==> config.mk <==
export PLATFORM = sky130hd
export DESIGN_NAME = hbp_back_flat
export DESIGN_NICKNAME = d
export VERILOG_FILES = /design/src/hw/rtl/hbp_pkg.sv /design/src/hw/rtl/hbp_result_if.sv /design/src/hw/rtl/hbp_back.sv /design/src/flat_wrapper.sv
export SDC_FILE = /design/constraint.sdc
export NUM_CORES = 1
export LEC_CHECK = 0
export BUFFER_PORTS_ARGS = -buffer_cell sky130_fd_sc_hd__buf_4
export CAP_MARGIN = 10
export CORE_AREA = 2 2 131 133
export DETAILED_ROUTE_END_ITERATION = 7
export DIE_AREA = 0 0 133 135
export GPL_TIMING_DRIVEN = 0
export SYNTH_ARGS = -nofsm -noshare
export SYNTH_HDL_FRONTEND = slang
export SYNTH_SLANG_ARGS = --single-unit
==> constraint.sdc <==
create_clock -name clk -period 3.9 [get_ports clk]
set_input_delay 0.78 -clock clk [delete_from_list [all_inputs] [get_ports clk]]
set_output_delay 0.78 -clock clk [all_outputs]
set_load 0.1 [all_outputs]
==> src/hw/rtl/hbp_pkg.sv <==
package hbp_pkg;

  localparam int MAX_CODE_LEN = 16;
  localparam int SYMBOL_COUNT = 256;

  localparam int KIND_W  = 2;
  localparam int SYM_W   = 8;
  localparam int CODE_W  = 16;
  localparam int LEN_W   = 5;
  localparam int BYTE_W  = 8;
  localparam int PEND_W  = 7;
  localparam int CNT_W   = 3;
  localparam int ACC_W   = CODE_W + PEND_W;

  localparam int LEN_CAP = (MAX_CODE_LEN < CODE_W) ? MAX_CODE_LEN : CODE_W;
  localparam int IDX_W   = (SYMBOL_COUNT > 1) ? $clog2(SYMBOL_COUNT) : 1;

  localparam int QUEUE_DEPTH = 4;
  localparam int QPTR_W      = $clog2(QUEUE_DEPTH);

  typedef enum logic [KIND_W-1:0] {
    KIND_LOAD   = 2'd0,
    KIND_ENCODE = 2'd1,
    KIND_FLUSH  = 2'd2,
    KIND_NONE   = 2'd3
  } kind_t;

  typedef struct packed {
    logic [CODE_W-1:0] code;
    logic [LEN_W-1:0]  len;
  } entry_t;

  typedef struct packed {
    logic              is_flush;
    logic [CODE_W-1:0] code;
    logic [LEN_W-1:0]  len;
  } op_t;

endpackage

==> src/hw/rtl/hbp_result_if.sv <==
interface hbp_result_if;
  logic                        valid;
  logic                        ready;
  logic [hbp_pkg::BYTE_W-1:0]  out_byte;
  logic                        last;

  modport source (output valid, out_byte, last, input ready);
  modport sink (input valid, out_byte, last, output ready);
endinterface

==> src/hw/rtl/hbp_back.sv <==
module hbp_back (
  input  logic          clk,
  input  logic          rst,
  input  hbp_pkg::op_t  op,
  input  logic          empty,
  output logic          pop,
  hbp_result_if.source  result
);
  import hbp_pkg::*;

  logic [PEND_W-1:0] pend_bits;
  logic [CNT_W-1:0]  pend_cnt;
  logic [BYTE_W-1:0] buf_a;
  logic [BYTE_W-1:0] buf_b;
  logic [1:0]        nleft;
  logic              out_valid;
  logic [BYTE_W-1:0] out_byte;
  logic              out_last;

  logic              buf_take;
  logic [ACC_W-1:0]  acc;
  logic [LEN_W-1:0]  total;
  logic [BYTE_W-1:0] first;
  logic [BYTE_W-1:0] second;
  logic [1:0]        n;
  logic [PEND_W-1:0] bits_next;
  logic [CNT_W-1:0]  cnt_next;

  assign buf_take = (nleft != '0) && (!out_valid || result.ready);
  assign pop      = !empty && ((nleft == 2'd0) || ((nleft == 2'd1) && buf_take));

  always_comb begin
    acc    = (ACC_W'(pend_bits) << op.len) | ACC_W'(op.code);
    total  = LEN_W'(pend_cnt) + op.len;
    if (op.is_flush) begin
      first     = BYTE_W'({1'b0, pend_bits} << (4'(BYTE_W) - {1'b0, pend_cnt}));
      second    = '0;
      n         = (pend_cnt != '0) ? 2'd1 : 2'd0;
      bits_next = '0;
      cnt_next  = '0;
    end else begin
      first     = BYTE_W'(acc >> (total - LEN_W'(BYTE_W)));
      second    = BYTE_W'(acc >> (total - LEN_W'(2 * BYTE_W)));
      n         = total[LEN_W-1:CNT_W];
      cnt_next  = total[CNT_W-1:0];
      bits_next = acc[PEND_W-1:0] & ~({PEND_W{1'b1}} << cnt_next);
    end
  end

  always_ff @(posedge clk) begin
    if (rst) begin
      pend_bits <= '0;
      pend_cnt  <= '0;
      nleft     <= '0;
      out_valid <= 1'b0;
    end else begin
      if (pop) begin
        pend_bits <= bits_next;
        pend_cnt  <= cnt_next;
        nleft     <= n;
      end else if (buf_take) begin
        nleft <= nleft - 1'b1;
      end
      if (buf_take) begin
        out_valid <= 1'b1;
      end else if (result.ready) begin
        out_valid <= 1'b0;
      end
    end
  end

  always_ff @(posedge clk) begin
    if (pop) begin
      buf_a <= first;
      buf_b <= second;
    end else if (buf_take && (nleft == 2'd2)) begin
      buf_a <= buf_b;
    end
    if (buf_take) begin
      out_byte <= buf_a;
      out_last <= (nleft == 2'd1);
    end
  end

  assign result.valid    = out_valid;
  assign result.out_byte = out_byte;
  assign result.last     = out_last;

endmodule

==> src/flat_wrapper.sv <==
// flat-port wrapper written by rule: the top's interface ports become plain ports
module hbp_back_flat import hbp_pkg::*;
  (clk, rst, op, empty, pop, result_valid, result_out_byte, result_last, result_ready);
  hbp_result_if result_i ();
  input  logic clk;
  input  logic rst;
  input  hbp_pkg::op_t op;
  input  logic empty;
  output logic pop;
  output wire logic [$bits(result_i.valid)-1:0] result_valid;
  output wire logic [$bits(result_i.out_byte)-1:0] result_out_byte;
  output wire logic [$bits(result_i.last)-1:0] result_last;
  input wire logic [$bits(result_i.ready)-1:0] result_ready;
  assign result_valid = result_i.valid;
  assign result_out_byte = result_i.out_byte;
  assign result_last = result_i.last;
  assign result_i.ready = result_ready;
  hbp_back u_core (.clk(clk), .rst(rst), .op(op), .empty(empty), .pop(pop), .result(result_i));
endmodule
==> results by stage <==
Layout:
- 0 antenna diodes ended up in the layout.
- The share of cells above drive strength 1 is about a fifth.
- The area growth from synthesis to layout is 18.3%.
- The multi-input combinational cells in the finished layout cover a total of between 2000 and 3000 um2.
- Once layout is complete, the utilization of the core stands at between 20% and 30%.
- The net count of the finished layout is ~570.
- Registers take approximately 1000 um2.
- The count of placed standard cells in the final layout, fillers left out is between 700 and 800.
- The total of fill cells in the finished design is ~1.8k.

Drt:
- The detailed router finished its first iteration with around 530 violations.
- After detailed routing, the average wire length per cell comes to 19.7 um.
- The post-detailed-route via-to-cell ratio is between 5 and 6.
- The residual DRC count is 0.
- The via total after detailed routing is 4,452.
- The post-detailed-route count of antenna-violating nets is 0.
- The routed design has roughly 15 mm of wire.
- The number of optimization iterations in the first detailed-route pass is 5.

Logic synthesis:
- Counting every net in the synthesized netlist gives ~520.
- By count the netlist is led by sky130_fd_sc_hd__nand2_1 (43), sky130_fd_sc_hd__nor2_1 (41), sky130_fd_sc_hd__a21oi_1 (37), sky130_fd_sc_hd__nand3_1 (26), sky130_fd_sc_hd__edfxtp_1 (25).
- The biggest area contributor in the post-synthesis netlist is sky130_fd_sc_hd__edfxtp_1.
- Among all flip-flop cells after synthesis, the most frequent one is sky130_fd_sc_hd__edfxtp_1.
- Counting flops and latches in the post-synthesis netlist gives 38.
- The post-synthesis area per instance is between 8 and 9 um2.
- The cell with the most instances after synthesis is sky130_fd_sc_hd__nand2_1.
- The number of enable flip-flop cells after synthesis is 25.
- After technology mapping, the gate count stands at 489.
- The area share of the largest cell type after synthesis is a little under a fifth.
- Yosys attributes the largest share of cell area to sky130_fd_sc_hd__edfxtp_1 (18%), sky130_fd_sc_hd__mux4_2 (6.6%), sky130_fd_sc_hd__dfxtp_1 (6.4%), sky130_fd_sc_hd__mux2_2 (5.0%), sky130_fd_sc_hd__a21oi_1 (4.5%).
- The post-synthesis instance area is about 4000 um2.
- The number of warning messages in the yosys log is 0.
- The distinct cell type count of the synthesized netlist is 73.
- The sequential element share of the synthesized area is between 20 and 25%.
- The async set-or-reset flop fraction in the synthesized netlist is 0%.

Worst setup path:
- The data arrival time at the worst-slack endpoint is around 3800 ps.
- The depth of the worst register-to-register path is 8.
- The worst setup path is of the in -> reg kind.
- In this run the worst path has a maximum fanout of 10.
- The critical path capture point type is a register.
- The worst setup path is launched from an input port.
- The data required time of the worst path is between 3000 and 4000 ps.

GRT:
- The via count of the first global-routing pass is 4,015.
- The total overflow reported by the global router is 0.
- Global routing used between 15 and 20% of the available tracks.
- The number of antenna violations at the first check in global routing came to 0.
- Entering global routing, the biggest net connects 19 pins.
- The first global-routing pass estimated 23.2 mm of wire.

Timing:
- At the pin with the least slew margin, the transition time is roughly 930 ps.
- The final worst clock skew is between 3 and 4 ps.
- The sum of negative setup slack is 0 ps.
- The worst path uses a little over nine tenths of the clock period.
- The fmax is approximately 0.27 GHz.
- The final number of max-transition violations is 0.
- Setup repair after global routing left no endpoint under its margin.
- The relative max-transition margin is between 30% and 40%.
- Setup violations remaining at the end of the flow were counted as 0.
- The smallest clock period supported by the final layout is computed as about 3700 ps.
- The setup slack of the critical path after layout is around 170 ps.
- The count of endpoints failing hold in the final timing report is 0.

Die:
- The die span in x is approximately 130 um.
- The count of boundary I/O pins is 37.
- Row generation in the floorplan step produced 47 rows.
- For this configuration, the core starts out at a cell density of 24.9%.
- The die area is approximately 18,000 um2.
- The core region is around 16,000 um2.
- The die is between 100 and 150 um tall.

Clocking:
- The H-tree level count is 2.
- Buffers inserted to repair hold after CTS numbered 0.
- The maximum count of clock buffers along a single path is 2.
- The number of clock buffers added by TritonCTS is 5.
- The TritonCTS clock tree is yes.
- The insertion delay of the later-clocked pin in the worst-skew pair is ~280 ps.
- Clock-pin slew was measured on the worst setup and hold paths at ~60 ps.
- The cell at the root of the clock tree is sky130_fd_sc_hd__clkbuf_16.
- For this design, the sink count on the clock tree is 38.

Placement:
- The post-DP HPWL is about 11 mm.
- The congestion estimate from routability-driven global placement came to 0.973.
- Once placement completed, the tool counted placed cells totaling between 700 and 800.
- The count of buffers inserted at the top-level ports is 35.
- Timing analysis after detailed placement gives a worst setup slack of -527 ps.

Power and ir drop:
- The post-layout total power is roughly 2.9 mW.
- IR analysis of the VDD net gives a maximum drop of between 0.0004 and 0.0005 V.
- Dividing total power by cell area gives a power density of roughly 600 nW/um2.
- In this run the static leakage power is 1.69 nW.

Run:
- The count of max-cap constraint violations is 0.

Hold path:
- The number of cells traversed by the worst hold path is 0.
- The path class of the tightest hold or removal check is reg -> reg.

Run status:
- The flow ran to the end, and the final reports show no timing, DRC or antenna violations.
## worst paths after layout
kind / from / end / slack (ps)
hold / removal: u_core.buf_a[4] / u_core.result.out_byte[4] / 420
setup reg to reg: u_core.pend_cnt[0] / u_core.buf_b[2] / 490
hold reg to reg: u_core.buf_a[4] / u_core.result.out_byte[4] / 420
setup / recovery: op[1] / u_core.buf_b[2] / 170
## metal layers
layer  wire length [um]  track usage, %  up-vias  part of all wire [%]
met5                  0               0        -                     0
met4                376            4.18        0                   2.5
met3               1490            2.52       42                    10
met2               6300            24.9      297                    42
met1               6690            24.2     2113                    45
li1                   -               -     2000                     -
## layout by cell type, fill, tap and decap left out, drive strengths merged, types with 3 or more instances in the layout
| cell | netlist | routed |
|---|---|---|
| nand3 | 26 | 26 |
| mux2 | 19 | 19 |
| o221a | 3 | 3 |
| nor4 | 6 | 6 |
| a22oi | 9 | 9 |
| mux4 | 14 | 14 |
| mux2i | 16 | 16 |
| a31oi | 11 | 11 |
| nand4 | 3 | 3 |
| xor2 | 3 | 3 |
| o211ai | 8 | 8 |
| edfxtp | 25 | 25 |
| a21o | 4 | 4 |
| and3b | 4 | 4 |
| nor3 | 16 | 16 |
| ha | 8 | 8 |
| o311ai | 3 | 3 |
| o31a | 3 | 3 |
| o21ai | 21 | 21 |
| nor2 | 41 | 41 |
| nand2 | 43 | 43 |
| o2bb2ai | 3 | 3 |
| nand2b | 6 | 6 |
| inv | 13 | 13 |
| o221ai | 4 | 4 |
| o31ai | 4 | 4 |
| or2 | 3 | 3 |
| xnor2 | 5 | 5 |
| a32oi | 5 | 5 |
| a221oi | 10 | 10 |
| clkbuf | 24 | 30 |
| o22ai | 11 | 11 |
| a211oi | 11 | 11 |
| a21oi | 37 | 37 |
| buf | 15 | 50 |
| nor2b | 5 | 5 |
| and2 | 6 | 6 |
| dfxtp | 13 | 13 |
| nor3b | 4 | 4 |
## worst max-delay path, cell delays in order
cell and delay, ps:
sky130_fd_sc_hd__buf_4 90, sky130_fd_sc_hd__buf_2 190, sky130_fd_sc_hd__inv_2 150, sky130_fd_sc_hd__fa_1 510, sky130_fd_sc_hd__xor2_1 700, sky130_fd_sc_hd__clkbuf_1 420
sky130_fd_sc_hd__clkbuf_1 480, sky130_fd_sc_hd__a21oi_1 130, sky130_fd_sc_hd__o32ai_1 340
## where the power goes
part,switching (mW),internal [mW],total [mW]
Combinational,1.19,0.468,1.66
Sequential,0.0564,0.638,0.694
Clock,0.155,0.367,0.523
Total,1.40,1.47,2.87
## stage by stage
stage / cell area, um2 / hold slack [ps]
floorplan: 4090 / 400
global placement: 4630 / 405
detailed placement: 4630 / 405
CTS: 4820 / 418
global route: 4840 / 426
finish: 4840 / 417
## area by class of cell
cell class	count	area share, %
timing repair buffer	37	5.74
sequential	38	20.9
inverter	14	1.09
clock buffer	5	2.59
multi-input combinational	398	58.9
clock inverter	3	1.42
buffer	38	3.65
tap	220	5.69
## cell families (layout without fill, tap and decap cells)
kind of cell / count (synthesis) / in the layout / share of synthesized area [%]
AND/OR/NAND/NOR: 170 / 170 / 20.8
adder cells (fa/ha/maj): 9 / 9 / 2.94
XOR/XNOR: 8 / 8 / 1.71
flip-flops: 38 / 38 / 24.7
buffers and inverters: 53 / 97 / 5.57
AO/OA/AOI/OAI: 162 / 162 / 27.2
multiplexers: 49 / 49 / 17.1
## flip-flops by register name, indices dropped and copies added, names as in the netlist
| signal | flops |
|---|---|
| u_core.result.valid | 1 |
| u_core.nleft | 2 |
| u_core.result.last | 1 |
| u_core.pend_cnt | 3 |
| u_core.pend_bits | 7 |
| u_core.result.out_byte | 8 |
| u_core.buf_a | 8 |
| u_core.buf_b | 8 |
## what timing repair did
action / in CTS / in global routing
endpoints found under the setup margin: 3 / 4
pin swaps: 0 / 1
gates cloned: 0 / 0
resized for setup: 2 / 5
setup buffers: 0 / 2
(Power assumes the default switching activity.)
