===== src/hw/rtl/hbp_pkg.sv =====
package hbp_pkg;

  localparam int MAX_CODE_LEN = 16;
  localparam int SYMBOL_COUNT = 256;

  localparam int KIND_W  = 2;
  localparam int SYM_W   = 8;
  localparam int CODE_W  = 16;
  localparam int LEN_W   = 5;
  localparam int BYTE_W  = 8;
  localparam int PEND_W  = 7;
  localparam int CNT_W   = 3;
  localparam int ACC_W   = CODE_W + PEND_W;

  localparam int LEN_CAP = (MAX_CODE_LEN < CODE_W) ? MAX_CODE_LEN : CODE_W;
  localparam int IDX_W   = (SYMBOL_COUNT > 1) ? $clog2(SYMBOL_COUNT) : 1;

  localparam int QUEUE_DEPTH = 4;
  localparam int QPTR_W      = $clog2(QUEUE_DEPTH);

  typedef enum logic [KIND_W-1:0] {
    KIND_LOAD   = 2'd0,
    KIND_ENCODE = 2'd1,
    KIND_FLUSH  = 2'd2,
    KIND_NONE   = 2'd3
  } kind_t;

  typedef struct packed {
    logic [CODE_W-1:0] code;
    logic [LEN_W-1:0]  len;
  } entry_t;

  typedef struct packed {
    logic              is_flush;
    logic [CODE_W-1:0] code;
    logic [LEN_W-1:0]  len;
  } op_t;

endpackage


===== src/hw/rtl/hbp_queue.sv =====
module hbp_queue (
  input  logic          clk,
  input  logic          rst,
  input  logic          push,
  input  hbp_pkg::op_t  push_op,
  output logic          full,
  input  logic          pop,
  output hbp_pkg::op_t  pop_op,
  output logic          empty
);
  import hbp_pkg::*;

  op_t               slots [QUEUE_DEPTH];
  logic [QPTR_W-1:0] wr_ptr;
  logic [QPTR_W-1:0] rd_ptr;
  logic [QPTR_W:0]   count;

  assign full   = (count == (QPTR_W+1)'(QUEUE_DEPTH));
  assign empty  = (count == '0);
  assign pop_op = slots[rd_ptr];

  always_ff @(posedge clk) begin
    if (push) begin
      slots[wr_ptr] <= push_op;
    end
  end

  always_ff @(posedge clk) begin
    if (rst) begin
      wr_ptr <= '0;
      rd_ptr <= '0;
      count  <= '0;
    end else begin
      if (push) begin
        wr_ptr <= wr_ptr + 1'b1;
      end
      if (pop) begin
        rd_ptr <= rd_ptr + 1'b1;
      end
      if (push && !pop) begin
        count <= count + 1'b1;
      end else if (pop && !push) begin
        count <= count - 1'b1;
      end
    end
  end

endmodule


===== config.mk =====
export PLATFORM = sky130hd
export DESIGN_NAME = hbp_queue
export DESIGN_NICKNAME = d
export VERILOG_FILES = /design/src/hw/rtl/hbp_pkg.sv /design/src/hw/rtl/hbp_queue.sv
export SDC_FILE = /design/constraint.sdc
export NUM_CORES = 1
export LEC_CHECK = 0
export BUFFER_PORTS_ARGS = -buffer_cell sky130_fd_sc_hd__buf_2
export CAP_MARGIN = 0
export CORE_MARGIN = 5
export CORE_UTILIZATION = 60
export DETAILED_ROUTE_END_ITERATION = 8
export GPL_TIMING_DRIVEN = 0
export HOLD_SLACK_MARGIN = 0.06
export PLACE_DENSITY = 0.88
export RECOVER_POWER = 50
export SETUP_SLACK_MARGIN = 0.1
export SYNTH_ARGS = -nofsm -noshare
export SYNTH_HDL_FRONTEND = slang
export SYNTH_SLANG_ARGS = --single-unit

===== constraint.sdc =====
create_clock -name clk -period 2.49 [get_ports clk]
set_clock_uncertainty 0.2 [all_clocks]
set_input_delay 0.1245 -clock clk [delete_from_list [all_inputs] [get_ports clk]]
set_output_delay 0.1245 -clock clk [all_outputs]
set_load 0.01 [all_outputs]

==> results.cfg, run 1 <==
[run_status]
status = completed

[timing]
fmax_mhz = 474.7
hold_viol = 0
tightestPinTransition_ns = 1.157
grt_setup_unrepaired = false
hold_slack_ns = 0.3104
min_period_ns = 2.107
finalSetupViolCount = 0
period_share_pct = 84.61
tns_ns = 0
max_slew_margin_pct = 22.88
setup_ws_ns = 0.3832
final_max_slew_viol_count = 0

[setup_path]
cp-end-kind = register
startpoint = push
critPathSlowestCell = and2_1
crit_chain = dlygate4sd3_1 -> clkbuf_1 -> and2_1
cp_max_fo = 22
max_stage_delay_ns = 0.96
cp-start-kind = input pin
crit_required_ns = 2.25
worstReg2RegStart = wr_ptr[0]
critPathKind = input pin to register
crit_arrival_ns = 1.87

[die]
io_pins = 50
core-area_um2 = 5886
initial_core_util_pct = 61.29
die_w_um = 87.54
std_cell_rows = 28
chipHeight_um = 87.54
die-area_um2 = 7662

[placed_design]
place_area_um2 = 3941
dp_cells = 281
hpwl_um = 3603
post-place-ws_ns = 0.4079
portBuffers = 48
gp_congestion = 0.6641

[logic_synthesis]
postSynthCellCount = 158
syn_area_um2 = 3607
synth_seq_cells = 97
yosysMostFrequentCell = edfxtp_1
ys_warn_count = 0
ys_async_sr_fraction_pct = 0
synthFlopType = edfxtp_1
syn_avg_cell_area_um2 = 22.83
ys_seq_area_share_pct = 78.25
yosys.area.top_type_share_pct = 73.26
synth_area_leaders = edfxtp_1, mux4_2, dfxtp_1
yosys-top-cells-count = edfxtp_1, mux4_2, dfxtp_1
yosys.area.top_type = edfxtp_1
synth_cell_types = 21
synth_nets = 190
synth-edff-count = 88

[global_route]
grt_overflow_total = 0
first_global_vias = 1938
grt_max_degree = 23
grt_pass1_wl_um = 9915
grtUsageTotal_pct = 18.10
antenna_found_initial = 0

[layout]
stdcell_area_um2 = 4352
diodes = 0
nets = 275
instances_no_fill = 323
drive_gt1_share_pct = 22.98
syn2layout_area_growth_pct = 20.64

[clock_tree]
cts_buffer_depth = 2
htreeDepth = 3
clk_latency_ns = 0.34
ctsResizeCount = 0
clkSinkCount = 97
cts-root-buf = clkbuf_8
clkTransAtPathRegs_ns = 0.08
hold_buffers = 26
cts_buffers = 9
cts_tree = yes
cts_setup_buffers = 0

[job]
drv_cap = 0

[routing]
avgRoutedWirePerCell_um = 19.03
vias = 1768
detail_route.first_pass.iterations = 4
antenna_left = 0
drt_iter0_markers = 104
routed_via_density = 5.474
drc_errors = 0
drt-total-wl_um = 6148

[power_and_ir_drop]
p_leak_nw = 1.466
power_density_nw_per_um2 = 740.9
peakVddDrop_mv = 0.4483

[min_path]
hold_path_startpoint = count[2]
hold_path.class = register to register
## critical path: cells and delay by family
kind,cells,cell delay [ns]
buf+inv,2,0.79
simple gates,1,0.96
## cell families after synthesis
family | count (synthesis) | synth area share (%)
AOI/OAI and AO/OA | 2 | 0.2772
xor gates and xnor gates | 5 | 1.214
adders and majority gates | 6 | 2.289
buffers and inverters | 9 | 1.422
DFF | 97 | 78.25
muxes | 24 | 14.50
and+or+nand+nor | 15 | 2.046
## final timing paths
path / endpoint / slack [ns] / depth (start not counted)
min reg2reg: count[2] / 0.31 / 2
max reg2reg: slots[1][16] / 0.43 / 2
max: slots[3][16] / 0.38 / 3
min: count[2] / 0.31 / 2
## routing by layer
metal / wire [µm] / up-vias / global-route usage, %
li1: - / 806 / -
met1: 2313 / 896 / 20.80
met4: 110 / 0 / 8.647
met5: 0 / - / 0
met2: 3446 / 56 / 32.33
met3: 277 / 10 / 3.763
## layout by cell type (no fill, tap or decap), types with 4 or more instances in the layout
cell type / instances
dfxtp_1: 9
clkbuf_8: 9
inv_1: 4
ha_1: 5
dlygate4sd3_1: 26
clkbuf_1: 29
mux4_2: 20
and2_1: 4
nor2_1: 7
edfxtp_1: 88
buf_2: 22
## power breakdown
group / total [mW] / switching [mW] / internal [mW]
sequential: 1.90 / 0.0361 / 1.87
combinational: 0.382 / 0.193 / 0.189
clock: 0.941 / 0.489 / 0.452
total: 3.22 / 0.717 / 2.51
## final cells by class
type | instances | area, µm²
plain buffers | 5 | 36.28
multi-input cells | 52 | 733.2
fillers | 338 | 1534
repair buffers | 74 | 465.4
flip-flops and latches | 97 | 2823
well taps | 75 | 93.84
clock buffers | 9 | 123.9
inverters | 4 | 15.01
clock inverters | 7 | 61.31
## registers in the layout, summed over array words and instances (netlist names), named ones only
signal  count
slots      88
wr_ptr      2
rd_ptr      2
count       3
## stage by stage
stage / util, % / power (mW)
floorplan: - / 2.154
global placement: 66.96 / 2.284
detailed placement: 66.96 / 2.299
CTS: 74.53 / 3.257
global route: 73.94 / 3.374
finish: 73.94 / 3.224
(Power assumes the default switching activity.)
==> run 2: changes to the inputs <==
CORE_UTILIZATION = 51   (was 60)
PLACE_DENSITY = 0.8   (was 0.88)
clock period = 1.89 ns   (was 2.49 ns; I/O delays follow)
==> run 2 against run 1 <==
  * The run now ends with negative setup slack left
  * Final area is 6.5% higher
  * Highest routed layer unchanged
  * Worst setup slack worse by 0.42 ns
  * Sequential power is 32% higher
  * Clock power is 48% higher
  * Hold slack worse by 0.22 ns
  * Non-clock buffer count is 7 higher
  * Utilization is 6.1 points lower
  * Register-to-register slack worse by 0.25 ns
  * Flip-flop and latch count stayed put
  * Global-route usage is 2.5 points lower
  * Largest power group unchanged
  * Largest cell class unchanged
==> results.cfg, run 2 (synthesized netlist as in run 1, its figures left out) <==
[run_status]
status = finished with violations
violations = negative setup slack

[timing]
finalSetupViolCount = 11
period_share_pct = 101.8
grt_setup_unrepaired = true
min_period_ns = 1.923
max_slew_margin_pct = 59.76
setup_ws_ns = -0.03349
final_max_slew_viol_count = 0
fmax_mhz = 519.9
hold_slack_ns = 0.08758
tns_ns = -0.1656
tightestPinTransition_ns = 0.6037
hold_viol = 0

[routing]
drt_iter0_markers = 70
drc_errors = 0
avgRoutedWirePerCell_um = 17.64
detail_route.first_pass.iterations = 4
antenna_left = 0
vias = 1756
routed_via_density = 5.017
drt-total-wl_um = 6174

[clock_tree]
cts_tree = yes
cts_buffer_depth = 2
clkSinkCount = 97
htreeDepth = 3
cts_buffers = 9
clkTransAtPathRegs_ns = 0.08
clk_latency_ns = 0.35
cts-root-buf = clkbuf_8

[job]
drv_cap = 0

[layout]
syn2layout_area_growth_pct = 28.48
final_cell_mix = edfxtp_1, dlygate4sd3_1, clkbuf_1
reg.largest.list = slots: 88 flops, count: 3 flops
nets = 282
instances_no_fill = 350
largest_reg_flops = 88
diodes = 0
top_register = slots
final_common_cell = edfxtp_1
stdcell_area_um2 = 4634
post-route-util_pct = 67.84
drive_gt1_share_pct = 30.31

[setup_path]
critPathKind = register to output port
worstReg2RegStart = count[0]
crit_required_ns = 1.60
cp_max_fo = 5
cp-start-kind = register
crit_arrival_ns = 1.63
r2r_setup_slack_ns = 0.18
ff2ff_path_depth = 4
worstReg2RegEnd = count[2]
cp-end-kind = output port

[power_and_ir_drop]
p_leak_nw = 1.582
peakVddDrop_mv = 0.3998
power_density_nw_per_um2 = 979.3
total_power_mw = 4.539

[die]
die_w_um = 94.10
core-area_um2 = 6832
chipHeight_um = 94.10
io_pins = 50
initial_core_util_pct = 52.80
std_cell_rows = 30
die-area_um2 = 8855

[placed_design]
post-place-ws_ns = -0.2123
place_area_um2 = 3968
dp_cells = 302
gp_congestion = 0.6602
hpwl_um = 3694
portBuffers = 48

[global_route]
grt_util_met2_pct = 27.08
busiest_layer = met2
grt_max_degree = 23
grt_pass1_wl_um = 9901
antenna_found_initial = 0
grt_overflow_total = 0
met3_usage_pct = 3.285
grt.met1_usage_pct = 17.82
first_global_vias = 1956
grtUsageTotal_pct = 15.56

[min_path]
hold_end = count[0]
hold_path_startpoint = pop
hold_path.class = input pin to register
whs_path_depth = 5
-- run 2: changes by cell type in the layout (fill, tap and decap cells not counted), moves of 2 or more --
cell      previous run  this run
and2_1               4         0
mux4_1               2         0
buf_12               0         4
clkbuf_1            29        24
buf_6                2        22
and2_2               0         3
mux4_2              20        22
buf_4                0         2
buf_2               22         8
clkinv_1             3         1
-- run 2: final cells by class --
cell class / instances / area [µm²]
Sequential cell: 97 / 2826
Fill cell: 453 / 2197
Multi-Input combinational cell: 52 / 732.0
Timing Repair Buffer: 81 / 679.4
Clock buffer: 9 / 123.9
Tap cell: 96 / 120.1
Clock inverter: 6 / 83.83
Buffer: 5 / 53.80
Inverter: 4 / 15.01
-- run 2: power by group --
part | switching (mW) | total [mW] | internal (mW) | leakage (nW)
clock | 0.658 | 1.39 | 0.730 | 0.0987
sequential | 0.0450 | 2.50 | 2.46 | 0.883
combinational | 0.281 | 0.650 | 0.369 | 0.600
total | 0.983 | 4.54 | 3.56 | 1.58
-- run 2: critical path, cell delays in order (launching register included) --
cell     delay, ns
dfxtp_4       0.38
buf_4         0.12
buf_12        0.11
mux4_2        0.52
buf_6         0.14
-- run 2: how the worst max path moves through the flow --
| stage | startpoint | to | slack (ns) |
|---|---|---|---|
| final | register | pop_op[10] | -0.03 |
| after global routing | register | pop_op[10] | -0.1 |
| after CTS | register | pop_op[7] | -0.09 |
| after detailed placement | wr_ptr[0] | slots[0][6] | -0.21 |
| after global placement | wr_ptr[0] | slots[0][13] | -0.19 |
| after floorplan | wr_ptr[0] | slots[2][0] | 0.20 |
-- run 2: metal layers --
layer	vias to the layer above	part of all wire, %
met5	-	0
met1	876	40
met2	42	54
li1	822	-
met3	16	3.6
met4	0	2.7
-- run 2: repair_timing --
action	in CTS	in global routing
setup endpoints to repair	110	26
hold endpoints to repair	97	0
hold buffers	26	0
resized for setup	26	12
setup buffers	4	3
cloned	2	0
==> run 3: changes to the inputs <==
CORE_UTILIZATION = 56   (was 51)
PLACE_DENSITY = 0.83   (was 0.8)
clock period = 1.8 ns   (was 1.89 ns; I/O delays follow)
==> run 3 against run 2 <==
  * Sequential power grew 5%
  * Power shrank 0.13%
  * Final area shrank 2.3%
  * Largest cell class unchanged
  * Critical path depth shrank 1
  * The flow still finishes with violations (negative setup slack)
  * Non-clock buffer count shrank 5
  * Die area shrank 8.0%
  * Global-route usage shrank 0.43 points
  * Highest routed layer unchanged
  * Register-to-register slack lost 0.03 ns
  * Final cell count shrank 6.6%
==> results.cfg, run 3 (synthesized netlist as in run 1, its figures left out) <==
[timing]
max_slew_margin_pct = 74.89
finalSetupViolCount = 20
grt_setup_unrepaired = true
min_period_ns = 1.854
hold_viol = 0
fmax_mhz = 539.4
final_max_slew_viol_count = 0
setup_ws_ns = -0.05380
period_share_pct = 103.0
tightestPinTransition_ns = 0.3767
hold_slack_ns = 0.1060

[die]
chipHeight_um = 90.26
die-area_um2 = 8147
std_cell_rows = 29
die_w_um = 90.26
initial_core_util_pct = 57.13
core-area_um2 = 6314
io_pins = 50

[routing]
antenna_left = 0
drc_errors = 0
routed_via_density = 5.364
drt_iter0_markers = 88
vias = 1754
drt-total-wl_um = 5766
avgRoutedWirePerCell_um = 17.63
detail_route.first_pass.iterations = 4

[layout]
largest_reg_flops = 88
nets = 277
drive_gt1_share_pct = 29.20
diodes = 0
final_cell_mix = edfxtp_1, clkbuf_1, dlygate4sd3_1
final_common_cell = edfxtp_1
syn2layout_area_growth_pct = 25.46
top_register = slots
reg.largest.list = slots: 88 flops, count: 3 flops

[global_route]
first_global_vias = 1865
grt_overflow_total = 0
antenna_found_initial = 0
grt_pass1_wl_um = 9473
grt_max_degree = 23
grtUsageTotal_pct = 15.13

[setup_path]
max_stage_delay_ns = 0.53
worstReg2RegEnd = count[2]
crit_arrival_ns = 1.56
cp_max_fo = 10
ff2ff_path_depth = 4
cp-start-kind = register
crit_chain = buf_12 -> mux4_2 -> buf_6
path_depth = 3
cp-end-kind = output port
crit_required_ns = 1.51
crit_buf_inv = 2
critPathSlowestCell = mux4_2
worstReg2RegStart = count[0]
critPathKind = register to output port
crit_family = multiplexers
r2r_setup_slack_ns = 0.15
endpoint = pop_op[16]

[clock_tree]
cts_buffers = 9
clkSinkCount = 97
htreeDepth = 3
cts_buffer_depth = 2
clk_latency_ns = 0.34
clkTransAtPathRegs_ns = 0.08
cts-root-buf = clkbuf_8
cts_tree = yes

[power_and_ir_drop]
peakVddDrop_mv = 0.8838
p_leak_nw = 1.538
total_power_mw = 4.533
power_density_nw_per_um2 = 1002

[placed_design]
gp_congestion = 0.6593
portBuffers = 48
hpwl_um = 3357

[run_status]
status = finished with violations
violations = negative setup slack

[min_path]
hold_path.class = input pin to register

[job]
drv_cap = 0
## run 3: layer usage
metal / vias up / routed length, µm / GRT usage [%] / part of all wire, %
li1: 812 / - / - / -
met1: 878 / 2297 / 19.33 / 40
met2: 49 / 3053 / 23.84 / 53
met3: 15 / 271 / 5.000 / 4.7
met4: 0 / 143 / 6.576 / 2.5
met5: - / 0 / 0 / 0
## run 3: per-stage QoR
step                util (%)  setup slack [ns]  cell area, µm²  TNS (ns)  std cells
global placement       62.47           -0.2440            3944    -20.06        283
detailed placement     62.47           -0.2846            3944    -21.73        283
finish                 71.68          -0.05380            4526   -0.6866        327
floorplan                  -            0.1116            3607         0        158
CTS                    70.61          -0.08800            4458    -1.362        326
global route           71.68           -0.1392            4526    -2.474        327
## run 3: where the power goes
| group | total [mW] | internal (mW) | switching (mW) |
|---|---|---|---|
| Clock | 1.26 | 0.590 | 0.666 |
| Combinational | 0.650 | 0.365 | 0.285 |
| Sequential | 2.63 | 2.58 | 0.0484 |
| Total | 4.53 | 3.53 | 0.999 |
## run 3: worst min path at each step
stage / to / cells past startpoint / start / slack, ns
2_1_floorplan: slots[0][0] / 0 / push_op[0] / -0.01
3_3_place_gp: slots[0][5] / 1 / push_op[5] / 0.10
3_5_place_dp: slots[3][4] / 1 / push_op[4] / 0.11
4_1_cts: count[0] / 5 / pop / 0.07
5_1_grt: count[1] / 5 / pop / 0.13
6_report: count[1] / 5 / pop / 0.11
## run 3: area by class of cell
| cell class | instances | area (µm²) |
|---|---|---|
| Buffer | 5 | 58.81 |
| Timing Repair Buffer | 76 | 605.6 |
| Sequential cell | 97 | 2830 |
| Fill cell | 392 | 1788 |
| Clock buffer | 14 | 163.9 |
| Tap cell | 77 | 96.34 |
| Multi-Input combinational cell | 52 | 742.0 |
| Inverter | 4 | 15.01 |
| Clock inverter | 2 | 13.76 |
## run 3: worst register-to-register path: cells and delay by family (launching register included)
kind / cells / cell delay [ns]
flip-flops: 1 / 0.37
XOR/XNOR: 1 / 0.18
adder cells (fa/ha/maj): 1 / 0.38
AO/OA/AOI/OAI: 1 / 0.13
AND/OR/NAND/NOR: 1 / 0.33
## run 3: what timing repair did
action	CTS	global route
hold endpoints to repair	97	0
hold buffers	26	0
buffers inserted	1	1
endpoints found under the setup margin	111	89
cloned	0	0
pin swaps	0	1
resized for setup	20	21
